--- src/hw/rtl/assert_macros.svh ---
`ifndef ASSERT_MACROS_SVH
`define ASSERT_MACROS_SVH

// property that holds at every clock edge out of reset
`define SLR_ASSERT(lbl, clk_s, rst_s, prop, msg) \
	lbl: assert property (@(posedge clk_s) disable iff (!rst_s) (prop)) else $error(msg);

// same-cycle implication
`define SLR_IMPLY(lbl, clk_s, rst_s, pre, post, msg) \
	lbl: assert property (@(posedge clk_s) disable iff (!rst_s) (pre) |-> (post)) else $error(msg);

`endif

--- src/hw/rtl/slrsp_pkg.sv ---
`default_nettype none

package slrsp_pkg;

	localparam int NUM_STATES  = 21;
	localparam int NUM_TOKENS  = 9;
	localparam int NUM_NONTERM = 6;
	localparam int NUM_PRODS   = 11;
	localparam int MAX_RESULTS = 64;

	localparam int TOK_W   = 4;
	localparam int STATE_W = 5;
	localparam int PROD_W  = 4;
	localparam int LEN_W   = 3;
	localparam int LHS_W   = 3;
	localparam int CNT_W   = 6;

	typedef enum logic [1:0] {
		ACT_SHIFT  = 2'd0,
		ACT_REDUCE = 2'd1,
		ACT_ACCEPT = 2'd2,
		ACT_ERROR  = 2'd3
	} act_kind_t;

	typedef enum logic [1:0] {
		ERR_NONE      = 2'd0,
		ERR_NO_ACTION = 2'd1,
		ERR_NO_GOTO   = 2'd2,
		ERR_FULL      = 2'd3
	} err_code_t;

	// action table entry: kind in [7:6], argument in [5:0]
	typedef enum logic [1:0] {
		TK_NONE   = 2'd0,
		TK_SHIFT  = 2'd1,
		TK_REDUCE = 2'd2,
		TK_ACCEPT = 2'd3
	} tab_kind_t;

	typedef enum logic [1:0] {
		ST_IDLE,
		ST_DECIDE,
		ST_REDUCE
	} ctl_state_t;

	typedef enum logic [2:0] {
		OP_NONE,
		OP_LOAD,
		OP_SHIFT,
		OP_READ,
		OP_REDUCE,
		OP_ACCEPT,
		OP_FAIL
	} dp_op_t;

	typedef struct packed {
		dp_op_t    op;
		err_code_t err;
	} dp_cmd_t;

	typedef struct packed {
		logic      finished;
		tab_kind_t tk;
		logic      shift_full;
		logic      red_short;
		logic      goto_zero;
		logic      red_full;
		logic      out_free;
	} dp_sts_t;

	function automatic logic [7:0] sh(input logic [STATE_W-1:0] s);
		return {TK_SHIFT, 1'b0, s};
	endfunction

	function automatic logic [7:0] rd(input logic [PROD_W-1:0] p);
		return {TK_REDUCE, 2'b00, p};
	endfunction

	localparam logic [7:0] AN  = {TK_NONE, 6'd0};
	localparam logic [7:0] ACC = {TK_ACCEPT, 6'd0};

	// columns: id num lparen rparen plus times assign semicolon end
	localparam logic [7:0] ACT_TAB [NUM_STATES][NUM_TOKENS] = '{
		'{sh(5'd7), AN, AN, AN, AN, AN, AN, AN, rd(4'd2)},
		'{AN, AN, AN, AN, AN, AN, AN, AN, ACC},
		'{AN, AN, AN, AN, AN, AN, AN, AN, rd(4'd0)},
		'{sh(5'd7), AN, AN, AN, AN, AN, AN, AN, rd(4'd2)},
		'{sh(5'd7), AN, AN, AN, AN, AN, AN, AN, rd(4'd2)},
		'{rd(4'd1), AN, AN, AN, AN, AN, AN, AN, rd(4'd1)},
		'{sh(5'd15), sh(5'd16), sh(5'd13), AN, AN, AN, AN, AN, AN},
		'{AN, AN, AN, AN, AN, AN, sh(5'd6), AN, AN},
		'{AN, AN, AN, AN, sh(5'd18), AN, AN, sh(5'd17), AN},
		'{AN, AN, AN, rd(4'd5), rd(4'd5), sh(5'd19), AN, rd(4'd5), AN},
		'{AN, AN, AN, rd(4'd7), rd(4'd7), rd(4'd7), AN, rd(4'd7), AN},
		'{AN, AN, AN, rd(4'd4), rd(4'd4), sh(5'd19), AN, rd(4'd4), AN},
		'{AN, AN, AN, rd(4'd6), rd(4'd6), rd(4'd6), AN, rd(4'd6), AN},
		'{sh(5'd15), sh(5'd16), sh(5'd13), AN, AN, AN, AN, AN, AN},
		'{AN, AN, AN, sh(5'd20), sh(5'd18), AN, AN, AN, AN},
		'{AN, AN, AN, rd(4'd8), rd(4'd8), rd(4'd8), AN, rd(4'd8), AN},
		'{AN, AN, AN, rd(4'd9), rd(4'd9), rd(4'd9), AN, rd(4'd9), AN},
		'{rd(4'd3), AN, AN, AN, AN, AN, AN, AN, rd(4'd3)},
		'{sh(5'd15), sh(5'd16), sh(5'd13), AN, AN, AN, AN, AN, AN},
		'{sh(5'd15), sh(5'd16), sh(5'd13), AN, AN, AN, AN, AN, AN},
		'{AN, AN, AN, rd(4'd10), rd(4'd10), rd(4'd10), AN, rd(4'd10), AN}
	};

	// columns: program, statement list, statement, expression, term, factor
	localparam logic [STATE_W-1:0] GOTO_TAB [NUM_STATES][NUM_NONTERM] = '{
		'{5'd1, 5'd2, 5'd3, 5'd0, 5'd0, 5'd0},
		'{5'd0, 5'd0, 5'd0, 5'd0, 5'd0, 5'd0},
		'{5'd0, 5'd5, 5'd4, 5'd0, 5'd0, 5'd0},
		'{5'd0, 5'd5, 5'd4, 5'd0, 5'd0, 5'd0},
		'{5'd0, 5'd5, 5'd4, 5'd0, 5'd0, 5'd0},
		'{5'd0, 5'd0, 5'd0, 5'd0, 5'd0, 5'd0},
		'{5'd0, 5'd0, 5'd0, 5'd8, 5'd9, 5'd10},
		'{5'd0, 5'd0, 5'd0, 5'd0, 5'd0, 5'd0},
		'{5'd0, 5'd0, 5'd0, 5'd0, 5'd11, 5'd0},
		'{5'd0, 5'd0, 5'd0, 5'd0, 5'd0, 5'd12},
		'{5'd0, 5'd0, 5'd0, 5'd0, 5'd0, 5'd0},
		'{5'd0, 5'd0, 5'd0, 5'd0, 5'd0, 5'd12},
		'{5'd0, 5'd0, 5'd0, 5'd0, 5'd0, 5'd0},
		'{5'd0, 5'd0, 5'd0, 5'd14, 5'd9, 5'd10},
		'{5'd0, 5'd0, 5'd0, 5'd0, 5'd0, 5'd0},
		'{5'd0, 5'd0, 5'd0, 5'd0, 5'd0, 5'd0},
		'{5'd0, 5'd0, 5'd0, 5'd0, 5'd0, 5'd0},
		'{5'd0, 5'd0, 5'd0, 5'd0, 5'd0, 5'd0},
		'{5'd0, 5'd0, 5'd0, 5'd0, 5'd11, 5'd10},
		'{5'd0, 5'd0, 5'd0, 5'd0, 5'd0, 5'd12},
		'{5'd0, 5'd0, 5'd0, 5'd0, 5'd0, 5'd0}
	};

	localparam logic [LHS_W-1:0] PROD_LHS [NUM_PRODS] = '{
		3'd0, 3'd1, 3'd1, 3'd2, 3'd3, 3'd3, 3'd4, 3'd4, 3'd5, 3'd5, 3'd5
	};

	localparam logic [LEN_W-1:0] PROD_LEN [NUM_PRODS] = '{
		3'd1, 3'd2, 3'd0, 3'd4, 3'd3, 3'd1, 3'd3, 3'd1, 3'd1, 3'd1, 3'd3
	};

endpackage

`default_nettype wire

--- src/hw/rtl/slrsp_ctrl.sv ---
`default_nettype none

module slrsp_ctrl (
	input  wire logic               clk,
	input  wire logic               arst_n,
	input  wire logic               in_valid,
	output logic                    in_stall,
	input  wire slrsp_pkg::dp_sts_t sts,
	output slrsp_pkg::dp_cmd_t      cmd
);

	slrsp_pkg::ctl_state_t state_q, state_d;

	always_ff @(posedge clk or negedge arst_n) begin
		if (!arst_n) begin
			state_q <= slrsp_pkg::ST_IDLE;
		end else begin
			state_q <= state_d;
		end
	end

	always_comb begin
		state_d  = state_q;
		cmd.op   = slrsp_pkg::OP_NONE;
		cmd.err  = slrsp_pkg::ERR_NONE;
		in_stall = 1'b1;
		unique case (state_q)
			slrsp_pkg::ST_IDLE: begin
				in_stall = 1'b0;
				if (in_valid) begin
					cmd.op  = slrsp_pkg::OP_LOAD;
					state_d = slrsp_pkg::ST_DECIDE;
				end
			end
			slrsp_pkg::ST_DECIDE: begin
				if (sts.finished) begin
					if (sts.out_free) begin
						cmd.op  = slrsp_pkg::OP_FAIL;
						cmd.err = slrsp_pkg::ERR_FULL;
						state_d = slrsp_pkg::ST_IDLE;
					end
				end else begin
					unique case (sts.tk)
						slrsp_pkg::TK_NONE: begin
							if (sts.out_free) begin
								cmd.op  = slrsp_pkg::OP_FAIL;
								cmd.err = slrsp_pkg::ERR_NO_ACTION;
								state_d = slrsp_pkg::ST_IDLE;
							end
						end
						slrsp_pkg::TK_ACCEPT: begin
							if (sts.out_free) begin
								cmd.op  = slrsp_pkg::OP_ACCEPT;
								state_d = slrsp_pkg::ST_IDLE;
							end
						end
						slrsp_pkg::TK_SHIFT: begin
							if (sts.out_free) begin
								if (sts.shift_full) begin
									cmd.op  = slrsp_pkg::OP_FAIL;
									cmd.err = slrsp_pkg::ERR_FULL;
								end else begin
									cmd.op = slrsp_pkg::OP_SHIFT;
								end
								state_d = slrsp_pkg::ST_IDLE;
							end
						end
						slrsp_pkg::TK_REDUCE: begin
							if (sts.red_short) begin
								if (sts.out_free) begin
									cmd.op  = slrsp_pkg::OP_FAIL;
									cmd.err = slrsp_pkg::ERR_NO_GOTO;
									state_d = slrsp_pkg::ST_IDLE;
								end
							end else begin
								cmd.op  = slrsp_pkg::OP_READ;
								state_d = slrsp_pkg::ST_REDUCE;
							end
						end
						default: begin
						end
					endcase
				end
			end
			slrsp_pkg::ST_REDUCE: begin
				if (sts.out_free) begin
					if (sts.goto_zero) begin
						cmd.op  = slrsp_pkg::OP_FAIL;
						cmd.err = slrsp_pkg::ERR_NO_GOTO;
						state_d = slrsp_pkg::ST_IDLE;
					end else if (sts.red_full) begin
						cmd.op  = slrsp_pkg::OP_FAIL;
						cmd.err = slrsp_pkg::ERR_FULL;
						state_d = slrsp_pkg::ST_IDLE;
					end else begin
						cmd.op  = slrsp_pkg::OP_REDUCE;
						state_d = slrsp_pkg::ST_DECIDE;
					end
				end
			end
			default: begin
				state_d = slrsp_pkg::ST_IDLE;
			end
		endcase
	end

endmodule

`default_nettype wire

--- src/hw/rtl/slrsp_dp.sv ---
`default_nettype none

`include "assert_macros.svh"

module slrsp_dp #(
	parameter int STACK_DEPTH = 32
) (
	input  wire logic                          clk,
	input  wire logic                          arst_n,
	input  wire logic [slrsp_pkg::TOK_W-1:0]   token_kind,
	input  wire logic                          start_new,
	input  wire slrsp_pkg::dp_cmd_t            cmd,
	output slrsp_pkg::dp_sts_t                 sts,
	output logic                               out_valid,
	input  wire logic                          out_stall,
	output logic [1:0]                         act_kind,
	output logic [slrsp_pkg::PROD_W-1:0]       production,
	output logic [slrsp_pkg::STATE_W-1:0]      next_state,
	output logic [1:0]                         error_code,
	output logic                               last
);

	localparam int SP_W   = $clog2(STACK_DEPTH + 1);
	localparam int ADDR_W = $clog2(STACK_DEPTH);
	localparam logic [SP_W:0]   DEPTH_X = (SP_W + 1)'(STACK_DEPTH);
	localparam logic [SP_W-1:0] DEPTH_S = SP_W'(STACK_DEPTH);

	logic [slrsp_pkg::TOK_W-1:0]   tok_q;
	logic [slrsp_pkg::STATE_W-1:0] top_q;
	logic [SP_W-1:0]               sp_q;
	logic                          fin_q;
	logic [slrsp_pkg::CNT_W-1:0]   cnt_q;
	logic [slrsp_pkg::PROD_W-1:0]  prod_q;
	logic [slrsp_pkg::LEN_W-1:0]   len_q;
	logic                          base_zero_q;
	logic [slrsp_pkg::STATE_W-1:0] rd_data_q;
	logic [slrsp_pkg::STATE_W-1:0] stack_mem [STACK_DEPTH];

	logic                          out_valid_q;
	slrsp_pkg::act_kind_t          act_kind_q;
	logic [slrsp_pkg::PROD_W-1:0]  prod_out_q;
	logic [slrsp_pkg::STATE_W-1:0] st_out_q;
	slrsp_pkg::err_code_t          err_out_q;
	logic                          last_q;

	logic [7:0]                    code;
	logic [5:0]                    arg;
	logic [slrsp_pkg::PROD_W-1:0]  act_prod;
	logic [slrsp_pkg::LEN_W-1:0]   act_len;
	logic [SP_W-1:0]               rd_addr_full;
	logic [ADDR_W-1:0]             rd_addr;
	logic [slrsp_pkg::STATE_W-1:0] base;
	logic [slrsp_pkg::LHS_W-1:0]   lhs;
	logic [slrsp_pkg::STATE_W-1:0] goto_st;
	logic [SP_W:0]                 nsp;
	logic [SP_W-1:0]               red_wr_full;
	logic                          mem_we;
	logic [ADDR_W-1:0]             mem_wa;
	logic [slrsp_pkg::STATE_W-1:0] mem_wd;
	logic                          emit;
	slrsp_pkg::act_kind_t          emit_kind;
	logic [slrsp_pkg::PROD_W-1:0]  emit_prod;
	logic [slrsp_pkg::STATE_W-1:0] emit_st;
	slrsp_pkg::err_code_t          emit_err;
	logic                          emit_last;
	logic                          end_held;

	// action lookup on the current top of stack
	always_comb begin
		if (top_q < slrsp_pkg::STATE_W'(slrsp_pkg::NUM_STATES) &&
				tok_q < slrsp_pkg::TOK_W'(slrsp_pkg::NUM_TOKENS)) begin
			code = slrsp_pkg::ACT_TAB[top_q][tok_q];
		end else begin
			code = slrsp_pkg::AN;
		end
	end

	assign arg          = code[5:0];
	assign act_prod     = arg[slrsp_pkg::PROD_W-1:0];
	assign act_len      = (act_prod < slrsp_pkg::PROD_W'(slrsp_pkg::NUM_PRODS)) ?
		slrsp_pkg::PROD_LEN[act_prod] : '0;
	assign rd_addr_full = sp_q - SP_W'(1) - SP_W'(act_len);
	assign rd_addr      = rd_addr_full[ADDR_W-1:0];

	// goto lookup on the registered base state
	assign base = base_zero_q ? '0 : rd_data_q;
	assign lhs  = slrsp_pkg::PROD_LHS[prod_q];

	always_comb begin
		if (base < slrsp_pkg::STATE_W'(slrsp_pkg::NUM_STATES)) begin
			goto_st = slrsp_pkg::GOTO_TAB[base][lhs];
		end else begin
			goto_st = '0;
		end
	end

	assign nsp         = {1'b0, sp_q} - (SP_W + 1)'(len_q) + (SP_W + 1)'(1);
	assign red_wr_full = sp_q - SP_W'(len_q);

	assign sts.finished   = fin_q;
	assign sts.tk         = slrsp_pkg::tab_kind_t'(code[7:6]);
	assign sts.shift_full = sp_q >= DEPTH_S;
	assign sts.red_short  = sp_q <= SP_W'(act_len);
	assign sts.goto_zero  = goto_st == '0;
	assign sts.red_full   = (nsp > DEPTH_X) ||
		(cnt_q >= slrsp_pkg::CNT_W'(slrsp_pkg::MAX_RESULTS - 1));
	assign sts.out_free   = !out_valid_q || !out_stall;

	always_comb begin
		mem_we = 1'b0;
		mem_wa = sp_q[ADDR_W-1:0];
		mem_wd = arg[slrsp_pkg::STATE_W-1:0];
		unique case (cmd.op)
			slrsp_pkg::OP_SHIFT: begin
				mem_we = 1'b1;
			end
			slrsp_pkg::OP_REDUCE: begin
				mem_we = 1'b1;
				mem_wa = red_wr_full[ADDR_W-1:0];
				mem_wd = goto_st;
			end
			default: begin
			end
		endcase
	end

	// entry zero is never written, its state 0 comes from base_zero_q
	always_ff @(posedge clk) begin
		if (mem_we) begin
			stack_mem[mem_wa] <= mem_wd;
		end
		if (cmd.op == slrsp_pkg::OP_READ) begin
			rd_data_q <= stack_mem[rd_addr];
		end
	end

	always_ff @(posedge clk) begin
		if (cmd.op == slrsp_pkg::OP_LOAD) begin
			tok_q <= token_kind;
		end
		if (cmd.op == slrsp_pkg::OP_READ) begin
			prod_q      <= act_prod;
			len_q       <= act_len;
			base_zero_q <= rd_addr == '0;
		end
	end

	always_ff @(posedge clk or negedge arst_n) begin
		if (!arst_n) begin
			top_q <= '0;
			sp_q  <= SP_W'(1);
			fin_q <= 1'b0;
			cnt_q <= '0;
		end else begin
			unique case (cmd.op)
				slrsp_pkg::OP_LOAD: begin
					cnt_q <= '0;
					if (start_new) begin
						top_q <= '0;
						sp_q  <= SP_W'(1);
						fin_q <= 1'b0;
					end
				end
				slrsp_pkg::OP_SHIFT: begin
					sp_q  <= sp_q + SP_W'(1);
					top_q <= arg[slrsp_pkg::STATE_W-1:0];
				end
				slrsp_pkg::OP_REDUCE: begin
					sp_q  <= nsp[SP_W-1:0];
					top_q <= goto_st;
					cnt_q <= cnt_q + slrsp_pkg::CNT_W'(1);
				end
				slrsp_pkg::OP_ACCEPT, slrsp_pkg::OP_FAIL: begin
					fin_q <= 1'b1;
				end
				default: begin
				end
			endcase
		end
	end

	always_comb begin
		emit      = 1'b1;
		emit_kind = slrsp_pkg::ACT_ERROR;
		emit_prod = '0;
		emit_st   = top_q;
		emit_err  = slrsp_pkg::ERR_NONE;
		emit_last = 1'b1;
		unique case (cmd.op)
			slrsp_pkg::OP_SHIFT: begin
				emit_kind = slrsp_pkg::ACT_SHIFT;
				emit_st   = arg[slrsp_pkg::STATE_W-1:0];
			end
			slrsp_pkg::OP_REDUCE: begin
				emit_kind = slrsp_pkg::ACT_REDUCE;
				emit_prod = prod_q;
				emit_st   = goto_st;
				emit_last = 1'b0;
			end
			slrsp_pkg::OP_ACCEPT: begin
				emit_kind = slrsp_pkg::ACT_ACCEPT;
			end
			slrsp_pkg::OP_FAIL: begin
				emit_err = cmd.err;
			end
			default: begin
				emit = 1'b0;
			end
		endcase
	end

	always_ff @(posedge clk or negedge arst_n) begin
		if (!arst_n) begin
			out_valid_q <= 1'b0;
		end else if (emit) begin
			out_valid_q <= 1'b1;
		end else if (!out_stall) begin
			out_valid_q <= 1'b0;
		end
	end

	always_ff @(posedge clk) begin
		if (emit) begin
			act_kind_q <= emit_kind;
			prod_out_q <= emit_prod;
			st_out_q   <= emit_st;
			err_out_q  <= emit_err;
			last_q     <= emit_last;
		end
	end

	assign out_valid  = out_valid_q;
	assign act_kind   = act_kind_q;
	assign production = prod_out_q;
	assign next_state = st_out_q;
	assign error_code = err_out_q;
	assign last       = last_q;

	assign end_held = out_valid_q &&
		(act_kind_q == slrsp_pkg::ACT_ERROR || act_kind_q == slrsp_pkg::ACT_ACCEPT);

	`SLR_ASSERT(a_sp_range, clk, arst_n, (sp_q != '0) && (sp_q <= DEPTH_S), "sp out of range")
	`SLR_IMPLY(a_emit_free, clk, arst_n, emit, sts.out_free, "result over held transaction")
	`SLR_IMPLY(a_end_last, clk, arst_n, end_held, last_q, "accept or error without last")

endmodule

`default_nettype wire

--- src/hw/rtl/slr_statement_parser_unit.sv ---
// channel  direction  handshake              payload
// in       input      in_valid / in_stall    token_kind, start_new
// out      output     out_valid / out_stall  act_kind, production, next_state, error_code, last
//
// tokens load in idle and are decided in decide; a reduction steps through decide and reduce
// each reduction waits on the registered read of the state stack memory before the goto lookup
// reset leaves state 0 alone on the stack and the parser not finished; no clearing pass
// results leave through an output register; a held result stalls the controller, not the stack
// in_stall is high from acceptance until the final result of the token is registered

`default_nettype none

module slr_statement_parser_unit #(
	parameter int STACK_DEPTH = 32
) (
	input  wire logic                          clk,
	input  wire logic                          arst_n,
	input  wire logic                          in_valid,
	output logic                               in_stall,
	input  wire logic [slrsp_pkg::TOK_W-1:0]   token_kind,
	input  wire logic                          start_new,
	output logic                               out_valid,
	input  wire logic                          out_stall,
	output logic [1:0]                         act_kind,
	output logic [slrsp_pkg::PROD_W-1:0]       production,
	output logic [slrsp_pkg::STATE_W-1:0]      next_state,
	output logic [1:0]                         error_code,
	output logic                               last
);

	slrsp_pkg::dp_cmd_t cmd;
	slrsp_pkg::dp_sts_t sts;

	slrsp_ctrl u_ctrl (
		.clk      (clk),
		.arst_n   (arst_n),
		.in_valid (in_valid),
		.in_stall (in_stall),
		.sts      (sts),
		.cmd      (cmd)
	);

	slrsp_dp #(
		.STACK_DEPTH (STACK_DEPTH)
	) u_dp (
		.clk        (clk),
		.arst_n     (arst_n),
		.token_kind (token_kind),
		.start_new  (start_new),
		.cmd        (cmd),
		.sts        (sts),
		.out_valid  (out_valid),
		.out_stall  (out_stall),
		.act_kind   (act_kind),
		.production (production),
		.next_state (next_state),
		.error_code (error_code),
		.last       (last)
	);

endmodule

`default_nettype wire

--- config.mk ---
export PLATFORM = sky130hd
export DESIGN_NAME = slr_statement_parser_unit
export DESIGN_NICKNAME = d
export VERILOG_FILES = /design/src/hw/rtl/slrsp_pkg.sv /design/src/hw/rtl/slrsp_ctrl.sv /design/src/hw/rtl/slrsp_dp.sv /design/src/hw/rtl/slr_statement_parser_unit.sv
export VERILOG_INCLUDE_DIRS = /design/src /design/src/hw/rtl
export SDC_FILE = /design/constraint.sdc
export NUM_CORES = 1
export LEC_CHECK = 0
export BUFFER_PORTS_ARGS = -buffer_cell sky130_fd_sc_hd__buf_2
export CAP_MARGIN = 20
export CORE_ASPECT_RATIO = 0.8
export CORE_MARGIN = 4
export CORE_UTILIZATION = 57
export DETAILED_ROUTE_END_ITERATION = 7
export GPL_TIMING_DRIVEN = 0
export MAX_ROUTING_LAYER = met4
export PLACE_DENSITY = 0.74
export SLEW_MARGIN = 20
export SYNTH_ARGS = -nofsm -noshare
export SYNTH_HDL_FRONTEND = slang
export SYNTH_SLANG_ARGS = --single-unit
export TNS_END_PERCENT = 50
--- constraint.sdc ---
create_clock -name clk -period 5.9 [get_ports clk]
set_clock_uncertainty 0.2 [all_clocks]
set_input_delay 1.18 -clock clk [delete_from_list [all_inputs] [get_ports clk]]
set_output_delay 1.18 -clock clk [all_outputs]
set_load 0.02 [all_outputs]
# Word-level counts from Yosys, hierarchy flattened
# Memories as Yosys holds them, arrays and structs flattened. A register that Yosys moved wholly into a read port is not among the register bits.
# Cells that the tools add are included.
[totals] input_bits=9 mem_count=5 out_inout_bits=16 mem_bits_rw=160 ff_bits=47 mem_bits_ro=3360
[mem_list] name="(no name shown)" words=32 width=72 read_ports=1 rd_clocked_by_memory_dff=0 write_ports=0 line="slrsp_dp.sv:72" source="code = slrsp_pkg::ACT_TAB[top_q][tok_q];"
[mem_list] name="(no name shown)" words=32 width=30 read_ports=1 rd_clocked_by_memory_dff=0 write_ports=0 line="slrsp_dp.sv:91" source="goto_st = slrsp_pkg::GOTO_TAB[base][lhs];"
[mem_list] name="u_dp.stack_mem" words=32 width=5 read_ports=1 rd_clocked_by_memory_dff=1 write_ports=1 line="slrsp_dp.sv:37" source="logic [slrsp_pkg::STATE_W-1:0] stack_mem [STACK_DEPTH];"
[mem_list] name="(no name shown)" words=16 width=3 read_ports=1 rd_clocked_by_memory_dff=0 write_ports=0 line="slrsp_dp.sv:81" source="slrsp_pkg::PROD_LEN[act_prod] : '0;"
[mem_list] name="(no name shown)" words=16 width=3 read_ports=1 rd_clocked_by_memory_dff=0 write_ports=0 line="slrsp_dp.sv:87" source="assign lhs = slrsp_pkg::PROD_LHS[prod_q];"
[classes] n_mux=65 addsub=7 eq_ne=15 order_cmp=14 reduce_logical=19 bitwise=6
[op_table] op="$mux 72" count=2
[op_table] op="$mux 5" count=14
[op_table] op="$mux 30" count=2
[op_table] op="$bmux 8 s4" count=1
[op_table] op="$ge 6x6->1 const B" count=4
[op_table] op="$mux 3" count=8
[op_table] op="$mux 8" count=3
[op_table] op="$mux 2" count=9
[op_table] op="$pmux 2 s3" count=3
[op_table] op="$pmux 6 s3" count=1
[op_table] op="$bmux 5 s3" count=1
[op_table] op="$ge 5x5->1 const B" count=3
[op_table] op="$not 4->5" count=3
[op_table] op="$pmux 5 s3" count=1
[op_table] op="$add 6x1->6 const B" count=2
[op_table] op="$mux 1" count=12
[op_table] op="$not 5->6" count=2
[op_table] op="$pmux 3 s4" count=1
[op_table] op="$pmux 6 s2" count=1
[op_table] op="$logic_not 5->1" count=2
[op_table] op="$lt 5x5->1 const B" count=2
[op_table] op="$pmux 5 s2" count=1
[op_table] op="$sub 5x3->5" count=2
[op_table] op="$eq 3x3->1 const B" count=3
[op_table] op="28 further kinds" count=43

# Depth between registers and ports, before layout
[logic_depth] depth_word=23 ltp_mapped=25 ltp_nobuf=24

# Cells and area by module
# From an unflattened synthesis, not the netlist that was laid out.
[hier_totals] cells_unflattened=822 hier_area_um2=10966.8
[by_module_without_submodules] mod="slrsp_dp" seq_area_each_um2=6212.2 cells_each=771 area_each_um2=10597.7 instances=1
[by_module_without_submodules] mod="slrsp_ctrl" seq_area_each_um2=50.0 cells_each=51 area_each_um2=369.1 instances=1

# Worst setup path before layout
# No wires, ideal clock.
[synth_timing] path_kind="reg2reg" from="reg u_dp.top_q[1] (netlist name)" to="mem u_dp.stack_mem[0][0] (netlist name), data pin" slack_ns=-0.211 t_arrival_ns=5.457 synth_period_minus_slack_ns=6.111 stages_incl_launch_ff=21 path_cell_list="dfrtp_1 -> inv_1 -> ha_1 -> and2_1 -> o21ai_0 -> a21oi_1 -> a31o_2 -> o311a_1 -> clkbuf_1 -> or4_1 -> ha_1 -> and3_1 -> o21ai_0 -> a31oi_1 -> a31o_2 -> o211ai_2 -> nand3_1 -> nor2_2 -> inv_2 -> buf_2 -> o21ai_0"
[synth_via] elab_chain_cells=20 elab_cells_between_ends=27 classes_between="order compare (3); eq/ne (4); mux (14); bitwise (2); reduce/logical (2); memory (2)"
[synth_rtl] element="start: declaration" line="slrsp_dp.sv:29" source="logic [slrsp_pkg::STATE_W-1:0] top_q;"
[synth_rtl] element="start signal: assignment" line="slrsp_dp.sv:166" source="top_q <= arg[slrsp_pkg::STATE_W-1:0];"
[synth_rtl] element="start signal: assignment" line="slrsp_dp.sv:170" source="top_q <= goto_st;"
[synth_rtl] element="$not 5->6 (implied by the code)" line="slrsp_dp.sv:72"
[synth_rtl] element="$mem_v2 32x72"
[synth_rtl] element="$mux 72 (implied by the code) (2 in a row)" line="slrsp_dp.sv:72"
[synth_rtl] element="$bmux 8 s4" line="slrsp_dp.sv:72"
[synth_rtl] element="$mux 8 (implied by the code) (2 in a row)" line="slrsp_dp.sv:72"
[synth_rtl] element="$mux 8 (*)" line="slrsp_dp.sv:70" source="if (top_q < slrsp_pkg::STATE_W'(slrsp_pkg::NUM_STATES) &&"
[synth_rtl] element="via u_dp.code[2]" line="slrsp_dp.sv:46" source="logic [7:0] code;"
[synth_rtl] element="$not 4->5 (implied by the code)" line="slrsp_dp.sv:81"
[synth_rtl] element="(+4 left out)"
[synth_rtl] element="$le 6x3->1 (*)" line="slrsp_dp.sv:103" source="assign sts.red_short = sp_q <= SP_W'(act_len);"
[synth_rtl] element="$mux 3 (*)" line="slrsp_ctrl.sv:69" source="if (sts.red_short) begin"
[synth_rtl] element="$pmux 3 s4 (*)" line="slrsp_ctrl.sv:43" source="unique case (sts.tk)"
[synth_rtl] element="$mux 5 (*)" line="slrsp_ctrl.sv:36" source="if (sts.finished) begin"
[synth_rtl] element="$pmux 3 s3 (*)" line="slrsp_ctrl.sv:27" source="unique case (state_q)"
[synth_rtl] element="$eq 3x3->1 (*)" line="slrsp_dp.sv:113" source="unique case (cmd.op)"
[synth_rtl] element="$mux 5 (*)" line="slrsp_dp.sv:113"
[synth_rtl] element="via u_dp.mem_wd (one bit)" line="slrsp_dp.sv:59" source="logic [slrsp_pkg::STATE_W-1:0] mem_wd;"
[synth_rtl] element="end: declaration" line="slrsp_dp.sv:37"
# The timed path passes the listed nets; every way through them passes the cells marked *. The select of a mux whose other input is x is not followed.

# Final worst setup path
[layout_timing] from="reg u_dp.top_q[1] (netlist name)" to="mem u_dp.stack_mem[13][1] (netlist name), enable pin"
[layout_via] elab_chain_cells=23 elab_cells_between_ends=32 classes_between="order compare (3); eq/ne (5); mux (17); bitwise (2); reduce/logical (3); memory (2)"
[layout_rtl] element="$not 5->6 (implied by the code)" line="slrsp_dp.sv:72"
[layout_rtl] element="$mem_v2 32x72"
[layout_rtl] element="$mux 72 (implied by the code) (2 in a row)" line="slrsp_dp.sv:72"
[layout_rtl] element="$bmux 8 s4" line="slrsp_dp.sv:72"
[layout_rtl] element="$mux 8 (implied by the code) (2 in a row)" line="slrsp_dp.sv:72"
[layout_rtl] element="$mux 8 (*)" line="slrsp_dp.sv:70"
[layout_rtl] element="via u_dp.code[0]" line="slrsp_dp.sv:46"
[layout_rtl] element="$not 4->5 (implied by the code)" line="slrsp_dp.sv:81"
[layout_rtl] element="(+6 left out)"
[layout_rtl] element="$pmux 3 s4 (*)" line="slrsp_ctrl.sv:43"
[layout_rtl] element="$mux 5 (*)" line="slrsp_ctrl.sv:36"
[layout_rtl] element="$pmux 3 s3 (*)" line="slrsp_ctrl.sv:27"
[layout_rtl] element="$eq 3x2->1 / $eq 3x3->1 (equally long branches)" line="slrsp_dp.sv:113"
[layout_rtl] element="$reduce_or 2->1 (no line)"
[layout_rtl] element="$mux 1" line="slrsp_dp.sv:113"
[layout_rtl] element="$mux 1" line="slrsp_dp.sv:129" source="if (mem_we) begin"
[layout_rtl] element="$mux 1 (implied by the code)" line="slrsp_dp.sv:130" source="stack_mem[mem_wa] <= mem_wd;"
# Marks and branches as above.

==> impl_metrics.ini <==
[logic_synthesis]
syn_nets = 870
netlist_area_um2 = 11100
synth_top_family_by_area = compound AO/OA/AOI/OAI gates
ys_seq_elements = 212
ys_warn_count = 0
synthSimpleGateAreaFrac = 0.117
synth_compound_area_frac = 0.127
ys_seq_area_frac = 0.562
avgSynthCellArea_um2 = 13.5
synthesis.instances = 825
synth_edf_count = 191
synth_cell_types = 97
synthMuxAreaShare = 0.114
synth-main-ff-cell = edfxtp_1
synthAdderAreaFrac = 0.0424
synth_xor_area_frac = 0.00999
async_flop_share = 0.0991

[critical_path]
crit_arrival_ps = 5730
path_cells = clkinv_4 > ha_4 > nor3_2 > nor2_2 > a221oi_2 > a21oi_1 > a2bb2oi_1 > mux2i_1 > a32oi_2 > inv_2 > nor3_1 > a31oi_1 > o22a_1 > ha_1 > nor2b_1 > o21ai_2 > a31oi_4 > o21ai_4 > o32a_4 > a2bb2oi_2 > or4_4 > xnor2_4 > buf_6 > nor3_4
cp_slowest_stage_delay_ps = 620
critPathKind = register to register
cpMaxStageDelayCell = or4_4
crit_path_end_kind = register
crit_required_ps = 5870
r2r_slack_ps = 130
cp_max_fo = 8
start_kind = register

[detailed_routing]
wl_um = 30800
route.detailed.drc = 0
drtPass1Iterations = 5
vias = 8014
viasPerCell = 6.77
ant_nets = 0
detail_route.wl_per_cell_um = 26.0
drt_iter0_drc = 1124

[clocking]
cts_root_buf = clkbuf_16
path_clk_slew_ps = 60
tritoncts = built
clockBufferDepth = 3
htreeDepth = 1
cts_hold_buffers = 0
clk_latency_ps = 520
numCtsBuffers = 22
cts_sinks = 212

[sta]
min_period_ps = 5770
hold_viol = 0
setup_viol = 0
rsz0062_at_grt = yes
slew_headroom = 0.289
slew_viol_final = 0
clock.fmax_ghz = 0.173
tightestPinTransition_ps = 1070
finalCritPeriodShare = 0.977

[global_routing]
grt_pass1_wl_um = 46700
grt_max_degree = 33
grt-ovfl-total = 0
grt_util_all_layers = 0.292
grt_pass1_vias = 7662
antenna_found_initial = 2

[finish]
fill_cells = 1207
multi_input_area_um2 = 5230
final_util = 0.700
stdcell_count = 1184
register_area_um2 = 6270
syn_to_final_growth_pct = 19.8
nNetsFinal = 953
final_layout_size_suffix_gt1_frac = 0.303

[placement]
gp_congestion = 0.987
portBuffers = 24
dp_cells = 1110
dpl.hpwl_um = 20300

[die]
fp-row-count = 45
die_w_um = 164
die-area_um2 = 21900
start_util = 0.584
die_y_um = 133
io_pins = 25
coreArea_um2 = 19100

[job]
cap_violations = 0

[min_path]
holdCritPathClass = register to register

[status]
status = finished clean
[what timing repair did]
action	CTS	global route
resized for setup	100	46
endpoints found under the setup margin	377	309
pin swaps	16	15
gates cloned	2	0
setup buffers	15	20
[kinds of logic (layout without fill, tap and decap cells)]
| logic type | count (synthesis) | after routing |
|---|---|---|
| flip-flops | 212 | 212 |
| adder cells (fa/ha/maj) | 36 | 36 |
| AND/OR/NAND/NOR | 238 | 238 |
| other | 0 | 2 |
| XOR/XNOR | 11 | 11 |
| buffers and inverters | 79 | 176 |
| AO/OA/AOI/OAI | 186 | 188 |
| multiplexers | 63 | 63 |
[worst paths after layout]
check                                    from               endpoint  depth (start not counted)
worst max-delay path            u_dp.top_q[1]  u_dp.stack_mem[13][1]                         24
max in group asynchronous              arst_n          u_dp.top_q[0]                          1
min in group asynchronous              arst_n      u_ctrl.state_q[0]                          1
worst min-delay path            u_dp.cnt_q[2]          u_dp.cnt_q[2]                          1
worst max register to register  u_dp.top_q[1]  u_dp.stack_mem[13][1]                         24
worst min register to register  u_dp.cnt_q[2]          u_dp.cnt_q[2]                          1
[metrics by stage]
| step | setup TNS, ps | cell area [µm²] | setup slack (ps) | hold WS, ps |
|---|---|---|---|---|
| floorplan | -13520 | 11100 | -211 | 243 |
| global placement | -416150 | 11600 | -2660 | 263 |
| detailed placement | -218080 | 11700 | -999 | 284 |
| CTS | 0 | 13000 | 37.3 | 293 |
| global route | -5560 | 13400 | -108 | 315 |
| finish | 0 | 13400 | 133 | 294 |
[Yosys cell counts (5+ instances only)]
library cell  count  share of area
dfrtp_1          20          0.045
edfxtp_1        191           0.51
or4_1             7         0.0047
ha_1             33          0.037
mux4_2           50           0.10
mux2i_1           5         0.0045
nand2b_1         12         0.0067
a21o_1           12         0.0081
o22ai_1          10         0.0056
buf_1            11         0.0037
a2111oi_0         5         0.0039
nor2b_1          24          0.013
a31oi_1           8         0.0045
nor3_1           35          0.016
a211oi_1          5         0.0034
nor2_1           46          0.015
a31o_2            5         0.0039
buf_2             8         0.0036
and3_1           11         0.0062
o21ai_0          31          0.014
inv_1            37          0.012
a21oi_1          33          0.015
xnor2_1           7         0.0055
nand3_1          12         0.0054
a221o_1           5         0.0045
o211ai_1          6         0.0040
and2_1           16         0.0090
nand2_1          41          0.014
mux2_2            8         0.0081
clkbuf_1         18         0.0061
o21ai_1           5         0.0022
[cell usage in the layout (no fill, tap or decap), drive strengths merged, types with 4 or more instances in the layout]
| cell | instances |
|---|---|
| ha | 33 |
| xnor2 | 9 |
| a2111oi | 6 |
| a41o | 4 |
| mux2 | 8 |
| and3 | 11 |
| nand2 | 41 |
| nor2 | 47 |
| mux4 | 50 |
| or4 | 8 |
| a31o | 5 |
| o22ai | 11 |
| a221oi | 4 |
| edfxtp | 191 |
| nor3b | 4 |
| dfrtp | 20 |
| a32oi | 6 |
| clkbuf | 46 |
| nor3 | 37 |
| nor2b | 24 |
| a211oi | 5 |
| or2 | 4 |
| nand2b | 13 |
| and2 | 17 |
| o211ai | 7 |
| a221o | 5 |
| buf | 78 |
| nand3 | 12 |
| o21ai | 39 |
| mux2i | 5 |
| a21oi | 35 |
| a21o | 12 |
| inv | 39 |
| clkinv | 9 |
| a31oi | 9 |
[registers in the layout, summed over array words and instances, names as in the netlist]
signal / count
u_dp.base_zero_q: 1
u_dp.act_kind: 2
u_dp.fin_q: 1
u_dp.sp_q: 6
u_dp.prod_q: 4
u_dp.tok_q: 4
u_dp.top_q: 5
u_dp.last: 1
u_dp.stack_mem: 160
u_dp.production: 4
u_dp.rd_data_q: 5
u_dp.cnt_q: 6
u_ctrl.state_q: 2
u_dp.out_valid: 1
u_dp.next_state: 5
u_dp.len_q: 3
u_dp.error_code: 2
[critical path, delay by kind of cell (launching register included)]
family,cells,cell delay [ps]
AOI/OAI and AO/OA,11,1920
and+or+nand+nor,6,1460
adders and majority gates,2,530
DFF,1,420
buffers and inverters,3,410
xor gates and xnor gates,1,260
muxes,1,230
[layout make-up]
cell class,count,share of cell area
clock buffers,29,0.0432
inverters,40,0.0118
diodes,2,0.000375
well taps,258,0.0242
clock inverters,11,0.00909
multi-input cells,536,0.392
plain buffers,34,0.0128
flip-flops and latches,212,0.469
repair buffers,62,0.0377
[routing by layer]
metal | global-route usage | wire, µm | part of all wire
met1 | 0.437 | 13100 | 0.43
met5 | - | 0 | 0
met4 | 0.0633 | 665 | 0.022
met3 | 0.0769 | 3530 | 0.11
met2 | 0.406 | 13500 | 0.44
Power is left out: the tool's default activity adds up to more than one toggle a clock period on the data nets, which glitch-free logic cannot reach.
